`src/hdl/asmfs_pkg.sv`:
```
// Shared constants, register codes and types for the ASM frame synchronizer.
package asmfs_pkg;

  // Codeword geometry and marker length.
  localparam int BLOCK_BYTES = 255;
  localparam int MAX_DEPTH   = 8;
  localparam int MARKER_BITS = 32;

  // Field widths of the channels.
  localparam int PATTERN_W = 32;
  localparam int ERR_W     = 6;
  localparam int DEPTH_W   = 4;
  localparam int BYTE_W    = 8;
  localparam int BLOCK_W   = 3;
  localparam int POS_W     = 8;

  // Internal counter widths.
  localparam int COUNT_W   = $clog2(BLOCK_BYTES * MAX_DEPTH);
  localparam int ONES_W    = $clog2(MARKER_BITS + 1);

  // Configuration register indexes.
  localparam int CFG_IDX_W = 2;
  localparam logic [CFG_IDX_W-1:0] REG_SYNC_PATTERN      = 2'd0;
  localparam logic [CFG_IDX_W-1:0] REG_MAX_BIT_ERRORS    = 2'd1;
  localparam logic [CFG_IDX_W-1:0] REG_INTERLEAVE_DEPTH  = 2'd2;
  localparam logic [CFG_IDX_W-1:0] REG_INTERLEAVED_ORDER = 2'd3;

  // Reset values of the configuration registers.
  localparam logic [PATTERN_W-1:0] SYNC_PATTERN_RESET = 32'h1ACF_FC1D;
  localparam logic [ERR_W-1:0]     MAX_ERRORS_RESET   = '0;
  localparam logic [DEPTH_W-1:0]   DEPTH_RESET        = 4'd1;
  localparam logic                 ORDER_RESET        = 1'b1;

  // Codeword counters that the mapper advances on each finished byte.
  typedef struct packed {
    logic [COUNT_W-1:0] byte_count;
    logic [BLOCK_W-1:0] block_count;
    logic [POS_W-1:0]   position_count;
  } frame_count_t;

  // Mapper result for the byte now finishing.
  typedef struct packed {
    logic [BLOCK_W-1:0] block_index;
    logic [POS_W-1:0]   byte_position;
    logic               frame_last;
    frame_count_t       count_next;
  } byte_map_t;

endpackage

```
`src/hdl/asmfs_if.sv`:
```
// Channel interfaces: received bits, mapped bytes and configuration writes.
interface asmfs_bit_if;
  logic valid;
  logic ready;
  logic rx_bit;

  modport source (output valid, output rx_bit, input ready);
  modport sink (input valid, input rx_bit, output ready);
  modport monitor (input valid, input rx_bit, input ready);
endinterface

interface asmfs_byte_if;
  logic                          valid;
  logic                          ready;
  logic [asmfs_pkg::BYTE_W-1:0]  byte_value;
  logic [asmfs_pkg::BLOCK_W-1:0] block_index;
  logic [asmfs_pkg::POS_W-1:0]   byte_position;
  logic                          frame_last;

  modport source (output valid, output byte_value, output block_index,
                  output byte_position, output frame_last, input ready);
  modport sink (input valid, input byte_value, input block_index,
                input byte_position, input frame_last, output ready);
  modport monitor (input valid, input byte_value, input block_index,
                   input byte_position, input frame_last, input ready);
endinterface

interface asmfs_cfg_if;
  logic                            valid;
  logic                            ready;
  logic [asmfs_pkg::CFG_IDX_W-1:0] index;
  logic [asmfs_pkg::PATTERN_W-1:0] data;

  modport source (output valid, output index, output data, input ready);
  modport sink (input valid, input index, input data, output ready);
  modport monitor (input valid, input index, input data, input ready);
endinterface

```
`src/hdl/asmfs_sync_detect.sv`:
```
// Marker detector: Hamming distance of the shifted window against the marker.
module asmfs_sync_detect (
  input  logic [asmfs_pkg::MARKER_BITS-1:0] window,
  input  logic [asmfs_pkg::PATTERN_W-1:0]   sync_pattern,
  input  logic [asmfs_pkg::ERR_W-1:0]       max_bit_errors,
  output logic                              match
);

  localparam int GROUPS = (asmfs_pkg::MARKER_BITS + 7) / 8;

  logic [GROUPS*8-1:0]             diff;
  logic [GROUPS-1:0][3:0]          group_ones;
  logic [asmfs_pkg::ONES_W-1:0]    ones;

  // Mismatch bits, padded with zeros up to whole bytes.
  always_comb begin
    diff = '0;
    diff[asmfs_pkg::MARKER_BITS-1:0] =
      window ^ sync_pattern[asmfs_pkg::MARKER_BITS-1:0];
  end

  // Count ones per byte, then add the byte counts.
  always_comb begin
    for (int g = 0; g < GROUPS; g++) begin
      group_ones[g] = '0;
      for (int b = 0; b < 8; b++) begin
        group_ones[g] = group_ones[g] + 4'(diff[g*8+b]);
      end
    end
    ones = '0;
    for (int g = 0; g < GROUPS; g++) begin
      ones = ones + asmfs_pkg::ONES_W'(group_ones[g]);
    end
  end

  // Sync when the distance is within the accepted error count.
  assign match = (asmfs_pkg::ERR_W'(ones) <= max_bit_errors);

endmodule

```
`src/hdl/asmfs_byte_map.sv`:
```
// Byte mapper: RS block and position of the finishing byte, and the next counts.
module asmfs_byte_map (
  input  logic [asmfs_pkg::DEPTH_W-1:0] interleave_depth,
  input  logic                          interleaved_order,
  input  asmfs_pkg::frame_count_t       count,
  output asmfs_pkg::byte_map_t          map
);

  logic [asmfs_pkg::DEPTH_W-1:0] depth;
  logic [asmfs_pkg::COUNT_W-1:0] last_index;
  logic [asmfs_pkg::DEPTH_W-1:0] block_inc;
  logic [asmfs_pkg::POS_W:0]     pos_inc;

  // Depth zero counts as one, depths past the maximum are clipped.
  always_comb begin
    depth = interleave_depth;
    if (depth == '0) begin
      depth = asmfs_pkg::DEPTH_W'(1);
    end
    if (depth > asmfs_pkg::DEPTH_W'(asmfs_pkg::MAX_DEPTH)) begin
      depth = asmfs_pkg::DEPTH_W'(asmfs_pkg::MAX_DEPTH);
    end
  end

  // Index of the final byte of the codeword.
  assign last_index = asmfs_pkg::COUNT_W'(asmfs_pkg::BLOCK_BYTES) *
                      asmfs_pkg::COUNT_W'(depth) - asmfs_pkg::COUNT_W'(1);

  assign block_inc = asmfs_pkg::DEPTH_W'(count.block_count) + asmfs_pkg::DEPTH_W'(1);
  assign pos_inc   = {1'b0, count.position_count} + (asmfs_pkg::POS_W+1)'(1);

  // Current labels and the counts for the following byte.
  always_comb begin
    map.block_index   = count.block_count;
    map.byte_position = count.position_count;
    map.frame_last    = (count.byte_count >= last_index);
    map.count_next.byte_count = count.byte_count + asmfs_pkg::COUNT_W'(1);
    if (interleaved_order) begin
      if (block_inc >= depth) begin
        map.count_next.block_count    = '0;
        map.count_next.position_count = pos_inc[asmfs_pkg::POS_W-1:0];
      end else begin
        map.count_next.block_count    = block_inc[asmfs_pkg::BLOCK_W-1:0];
        map.count_next.position_count = count.position_count;
      end
    end else begin
      if (pos_inc >= (asmfs_pkg::POS_W+1)'(asmfs_pkg::BLOCK_BYTES)) begin
        map.count_next.position_count = '0;
        map.count_next.block_count    = block_inc[asmfs_pkg::BLOCK_W-1:0];
      end else begin
        map.count_next.position_count = pos_inc[asmfs_pkg::POS_W-1:0];
        map.count_next.block_count    = count.block_count;
      end
    end
  end

endmodule

```
`src/hdl/asm_frame_sync_deinterleaver.sv`:
```
// Top level of the ASM frame synchronizer and RS byte deinterleaver.
//
// Channels: bits takes one received bit per request; bytes returns one
// request for every eighth bit once sync is found, carrying the byte (first
// bit in the MSB), its RS block index, its position in that block and a
// last flag on the final byte of the codeword. cfg writes the sync pattern,
// the error threshold, the interleave depth and the mapping order; it is
// always ready and should be used only while the block is idle.
// Throughput: one bit per clock while bits.ready is high. The state registers
// update on the edge that accepts a bit, and the byte request is valid from
// the next cycle on after the accepting edge of its eighth bit.
// Stall: the result register holds the byte while bytes.ready is low; bits
// keeps taking requests unless that register is full and not being drained
// in the same cycle.
// Reset: search mode, cleared shift register and counters, no pending
// result, configuration back to its defaults.
module asm_frame_sync_deinterleaver (
  input  logic                clk,
  input  logic                rst,
  asmfs_bit_if.sink           bits,
  asmfs_byte_if.source        bytes,
  asmfs_cfg_if.sink           cfg
);

  // Configuration registers.
  logic [asmfs_pkg::PATTERN_W-1:0]   sync_pattern;
  logic [asmfs_pkg::ERR_W-1:0]       max_bit_errors;
  logic [asmfs_pkg::DEPTH_W-1:0]     interleave_depth;
  logic                              interleaved_order;

  // Frame state.
  logic                              in_frame;
  logic [asmfs_pkg::MARKER_BITS-1:0] shift_reg;
  logic [2:0]                        bit_count;
  asmfs_pkg::frame_count_t           count;

  logic [asmfs_pkg::MARKER_BITS-1:0] shift_next;
  logic                              match;
  logic                              accept;
  logic                              byte_done;
  asmfs_pkg::byte_map_t              map;

  assign cfg.ready = 1'b1;

  // Configuration write decode.
  always_ff @(posedge clk) begin
    if (rst) begin
      sync_pattern      <= asmfs_pkg::SYNC_PATTERN_RESET;
      max_bit_errors    <= asmfs_pkg::MAX_ERRORS_RESET;
      interleave_depth  <= asmfs_pkg::DEPTH_RESET;
      interleaved_order <= asmfs_pkg::ORDER_RESET;
    end else if (cfg.valid) begin
      unique case (cfg.index)
        asmfs_pkg::REG_SYNC_PATTERN:      sync_pattern <= cfg.data;
        asmfs_pkg::REG_MAX_BIT_ERRORS:    max_bit_errors <= cfg.data[asmfs_pkg::ERR_W-1:0];
        asmfs_pkg::REG_INTERLEAVE_DEPTH:  interleave_depth <= cfg.data[asmfs_pkg::DEPTH_W-1:0];
        asmfs_pkg::REG_INTERLEAVED_ORDER: interleaved_order <= cfg.data[0];
        default: ;
      endcase
    end
  end

  // A bit is taken unless a finished byte is stuck in the result register.
  assign bits.ready = !bytes.valid || bytes.ready;
  assign accept     = bits.valid && bits.ready;
  assign shift_next = {shift_reg[asmfs_pkg::MARKER_BITS-2:0], bits.rx_bit};
  assign byte_done  = in_frame && (bit_count == 3'd7);

  asmfs_sync_detect u_sync_detect (
    .window         (shift_next),
    .sync_pattern   (sync_pattern),
    .max_bit_errors (max_bit_errors),
    .match          (match)
  );

  asmfs_byte_map u_byte_map (
    .interleave_depth  (interleave_depth),
    .interleaved_order (interleaved_order),
    .count             (count),
    .map               (map)
  );

  // Search, sync and byte assembly state.
  always_ff @(posedge clk) begin
    if (rst) begin
      in_frame  <= 1'b0;
      shift_reg <= '0;
      bit_count <= '0;
      count     <= '0;
    end else if (accept) begin
      shift_reg <= shift_next;
      if (!in_frame) begin
        if (match) begin
          in_frame  <= 1'b1;
          bit_count <= '0;
          count     <= '0;
        end
      end else begin
        bit_count <= bit_count + 3'd1;
        if (byte_done) begin
          if (map.frame_last) begin
            in_frame  <= 1'b0;
            shift_reg <= '0;
            bit_count <= '0;
            count     <= '0;
          end else begin
            count <= map.count_next;
          end
        end
      end
    end
  end

  // Result register valid flag.
  always_ff @(posedge clk) begin
    if (rst) begin
      bytes.valid <= 1'b0;
    end else if (accept && byte_done) begin
      bytes.valid <= 1'b1;
    end else if (bytes.ready) begin
      bytes.valid <= 1'b0;
    end
  end

  // Result register payload.
  always_ff @(posedge clk) begin
    if (accept && byte_done) begin
      bytes.byte_value    <= shift_next[asmfs_pkg::BYTE_W-1:0];
      bytes.block_index   <= map.block_index;
      bytes.byte_position <= map.byte_position;
      bytes.frame_last    <= map.frame_last;
    end
  end

endmodule

```
`src/flat_wrapper.sv`:
```
// flat-port wrapper written by rule: the top's interface ports become plain ports
module asm_frame_sync_deinterleaver_flat 
  (clk, rst, bits_valid, bits_rx_bit, bits_ready, bytes_valid, bytes_byte_value, bytes_block_index, bytes_byte_position, bytes_frame_last, bytes_ready, cfg_valid, cfg_index, cfg_data, cfg_ready);
  asmfs_bit_if bits_i ();
  asmfs_byte_if bytes_i ();
  asmfs_cfg_if cfg_i ();
  input  logic clk;
  input  logic rst;
  input wire logic [$bits(bits_i.valid)-1:0] bits_valid;
  input wire logic [$bits(bits_i.rx_bit)-1:0] bits_rx_bit;
  output wire logic [$bits(bits_i.ready)-1:0] bits_ready;
  output wire logic [$bits(bytes_i.valid)-1:0] bytes_valid;
  output wire logic [$bits(bytes_i.byte_value)-1:0] bytes_byte_value;
  output wire logic [$bits(bytes_i.block_index)-1:0] bytes_block_index;
  output wire logic [$bits(bytes_i.byte_position)-1:0] bytes_byte_position;
  output wire logic [$bits(bytes_i.frame_last)-1:0] bytes_frame_last;
  input wire logic [$bits(bytes_i.ready)-1:0] bytes_ready;
  input wire logic [$bits(cfg_i.valid)-1:0] cfg_valid;
  input wire logic [$bits(cfg_i.index)-1:0] cfg_index;
  input wire logic [$bits(cfg_i.data)-1:0] cfg_data;
  output wire logic [$bits(cfg_i.ready)-1:0] cfg_ready;
  assign bits_i.valid = bits_valid;
  assign bits_i.rx_bit = bits_rx_bit;
  assign bits_ready = bits_i.ready;
  assign bytes_valid = bytes_i.valid;
  assign bytes_byte_value = bytes_i.byte_value;
  assign bytes_block_index = bytes_i.block_index;
  assign bytes_byte_position = bytes_i.byte_position;
  assign bytes_frame_last = bytes_i.frame_last;
  assign bytes_i.ready = bytes_ready;
  assign cfg_i.valid = cfg_valid;
  assign cfg_i.index = cfg_index;
  assign cfg_i.data = cfg_data;
  assign cfg_ready = cfg_i.ready;
  asm_frame_sync_deinterleaver u_core (.clk(clk), .rst(rst), .bits(bits_i), .bytes(bytes_i), .cfg(cfg_i));
endmodule
```
`config.mk`:
```
export PLATFORM = sky130hd
export DESIGN_NAME = asm_frame_sync_deinterleaver_flat
export DESIGN_NICKNAME = d
export VERILOG_FILES = /design/src/hdl/asmfs_pkg.sv /design/src/hdl/asmfs_if.sv /design/src/hdl/asmfs_sync_detect.sv /design/src/hdl/asmfs_byte_map.sv /design/src/hdl/asm_frame_sync_deinterleaver.sv /design/src/flat_wrapper.sv
export SDC_FILE = /design/constraint.sdc
export NUM_CORES = 1
export LEC_CHECK = 0
export ABC_AREA = 1
export BUFFER_PORTS_ARGS = -buffer_cell sky130_fd_sc_hd__buf_4
export CAP_MARGIN = 30
export CORE_MARGIN = 4
export CORE_UTILIZATION = 60
export CTS_CLUSTER_SIZE = 8
export DETAILED_ROUTE_END_ITERATION = 10
export PLACE_DENSITY = 0.84
export SLEW_MARGIN = 40
export SYNTH_ARGS = -nofsm -noshare
export SYNTH_HDL_FRONTEND = slang
export SYNTH_HIERARCHICAL = 1
export SYNTH_SLANG_ARGS = --single-unit
```
`constraint.sdc`:
```
create_clock -name clk -period 7.21 [get_ports clk]
set_clock_uncertainty 0.2 [all_clocks]
set_input_delay 0.3605 -clock clk [delete_from_list [all_inputs] [get_ports clk]]
set_output_delay 0.3605 -clock clk [all_outputs]
set_load 0.02 [all_outputs]
```
==> impl_metrics.py <==
metrics = {
    "outcome": {
        "status": "complete, no violations",
    },
    "yosys": {
        "synth.area.top_cells": "dfxtp_1 (28%), nand2_1 (9.1%), edfxtp_1 (8.5%)",
        "synthMuxAreaShare_pct": 0,
        "yosys.area_share.simple_pct": 23.2,
        "synth_top_family_by_area": "simple AND/OR/NAND/NOR gates",
        "synth_compound_area_share_pct": 10.1,
        "yosys_warnings": 6,
        "synth_common_cells": "nand2_1 (172), nor2_1 (121), dfxtp_1 (101), inv_1 (92), a21oi_1 (67)",
        "ys_seq_area_share_pct": 37.0,
        "synth_top_area_share_pct": 28.5,
        "synth_most_common_cell": "nand2_1",
        "avgSynthCellArea_um2": 7.91,
        "synth_edf_count": 20,
        "yosys.area.top_type": "dfxtp_1",
        "ys_types": 35,
        "synth-main-ff-cell": "dfxtp_1",
        "synthXorXnorAreaFrac_pct": 6.05,
        "ys_ff_latch": 121,
        "async_flop_share_pct": 0,
        "syn-instance-count": 897,
        "synthAdderAreaFrac_pct": 15.0,
        "netlist_area_mm2": 0.00710,
    },
    "cells_and_area": {
        "largest_reg_flops": 32,
        "final_nets": 1076,
        "drive_above_1_share_pct": 13.0,
        "area_delta_synth_final_pct": 19.4,
        "diodes": 0,
        "fillCellCount": 857,
    },
    "timing": {
        "fin_crit_ns": 6.87,
        "slew_headroom_pct": 50.8,
        "setup_tns_ns": 0,
        "hold_viol_final": 0,
        "fmax_ghz": 0.145,
        "maxSlewViolCount": 0,
        "setup_viol": 0,
        "fin_crit_sh_pct": 95.3,
        "tightest_slew_ns": 0.737,
    },
    "worst_setup_path": {
        "endpoint_kind": "flip-flop",
        "cp_top_family": "adder cells",
        "max_stage_delay_ns": 0.54,
        "timing.rr.start": "u_core/shift_reg[9]",
        "r2r-end": "u_core/count[18]",
        "crit_buf_inv": 3,
        "worstSetupStartpointType": "flip-flop",
        "cp.depth": 27,
        "reg2reg_depth": 27,
        "worst_path_most_repeated_cell": "fa_1",
        "critical_path_required_ns": 7.32,
        "critPathMaxFanout": 16,
        "crit_path_end": "u_core/count[18]",
        "crit_type": "flip-flop to flip-flop",
        "rrSetupSlack_ns": 0.34,
        "arrival_ns": 6.98,
        "slowest_stage": "fa_1",
        "cp-startpoint": "u_core/shift_reg[9]",
    },
    "cts": {
        "cts_made_buffers": 17,
        "clockBufferDepth": 2,
        "cts_tree": "done",
        "clk_root_buffer_cell": "clkbuf_16",
        "clk_latency_ns": 0.42,
        "clkTransAtPathRegs_ns": 0.05,
        "post_cts_buffers": 0,
        "cts.sinks": 121,
        "htree_levels": 4,
    },
    "die": {
        "core_area_mm2": 0.0115,
        "io_pins": 63,
        "initial_core_util_pct": 61.6,
        "die_w_um": 117,
        "fp.dieH_um": 117,
        "die_area_mm2": 0.0136,
        "num_rows": 39,
    },
    "job": {
        "maxCapViolations": 0,
    },
    "min_path": {
        "hold_class": "primary input to flip-flop",
        "hp-start": "cfg_data[8]",
        "holdPathStages": 3,
    },
    "global_routing": {
        "grt_max_degree": 55,
        "antenna_found_initial": 0,
        "grt_pass1_wl_mm": 26.7,
        "grt_pass1_vias": 5917,
        "track_usage_pct": 25.0,
        "grt.overflow.total": 0,
    },
    "placement": {
        "hpwl_mm": 10.4,
        "placement.io_buffers": 61,
        "gp_congestion": 0.876,
    },
    "drt": {
        "firstDrtPassIters": 5,
        "wire_per_inst_um": 14.5,
        "ant_nets": 0,
        "vias_per_cell": 5.36,
        "drc": 0,
        "vias": 6011,
        "dr.first_iter.drc_count": 351,
        "routed_wl_mm": 16.3,
    },
}
## logic make-up after synthesis
family | Yosys count
flip-flops | 121
buffers and inverters | 138
adder cells (fa/ha/maj) | 70
AND/OR/NAND/NOR | 381
XOR/XNOR | 49
other | 2
AO/OA/AOI/OAI | 136
## per-layer routing
layer,wire [um],vias up,track usage (%)
li1,-,2991,-
met1,6850,2830,28.7
met2,8300,163,44.3
met3,826,27,6.42
met4,295,0,10.2
met5,0,-,0
## layout make-up
type	count	area, um^2	share of cell area, %
clock buffers	27	546	6.44
multi-input cells	640	3930	46.4
repair buffers	92	761	8.98
inverters	94	353	4.17
well taps	143	179	2.11
flip-flops and latches	121	2630	31.0
clock inverters	5	78.8	0.931
## per-stage QoR
step / cells / hold WS, ns / setup slack, ns / instance area [um^2] / utilization, %
2_1_floorplan: 898 / 0.230 / 0.736 / 7100 / -
3_3_place_gp: 1061 / 0.261 / 0.439 / 7500 / 65.1
3_5_place_dp: 1061 / 0.262 / 0.267 / 7500 / 65.2
4_1_cts: 1121 / 0.00423 / 0.198 / 8410 / 73.0
5_1_grt: 1122 / 0.0301 / -0.00768 / 8470 / 73.5
6_report: 1122 / 0.0194 / 0.337 / 8470 / 73.5
## worst min-delay path: stages
cell and delay [ns]:
buf_4 0.08, o21ai_0 0.07, nor2_1 0.09
## timing repair
item,4_1_cts,5_1_grt
setup endpoints to repair,0,22
hold buffers,28,0
hold endpoints to repair,36,0
resized for setup,0,9
## how the worst min path moves through the flow
stage / end / slack (ns)
floorplan: u_core/bit_count[1] / 0.23
global placement: u_core/bit_count[2] / 0.26
detailed placement: u_core/bit_count[2] / 0.26
CTS: u_core/sync_pattern[8] / 0.004
global route: u_core/sync_pattern[26] / 0.03
finish: u_core/sync_pattern[8] / 0.02
## cell usage in the layout, fill, tap and decap left out, drive strengths merged
cell and count:
a21o 1, a21oi 68, a31o 1, buf 64, bufinv 2, clkbuf 27, clkinv 1, clkinvlp 1
conb 3, dfxtp 101, dlygate4sd3 28, edfxtp 20, fa 25, ha 45, inv 95, nand2 182
nand3 56, nand3b 6, nand4 4, nor2 129, nor3 5, o21a 2, o21ai 59, o21bai 4
o311ai 1, xnor2 31, xor2 18
Power is left out: the tool's default activity adds up to more than one toggle a clock period on the data nets, which glitch-free logic cannot reach.
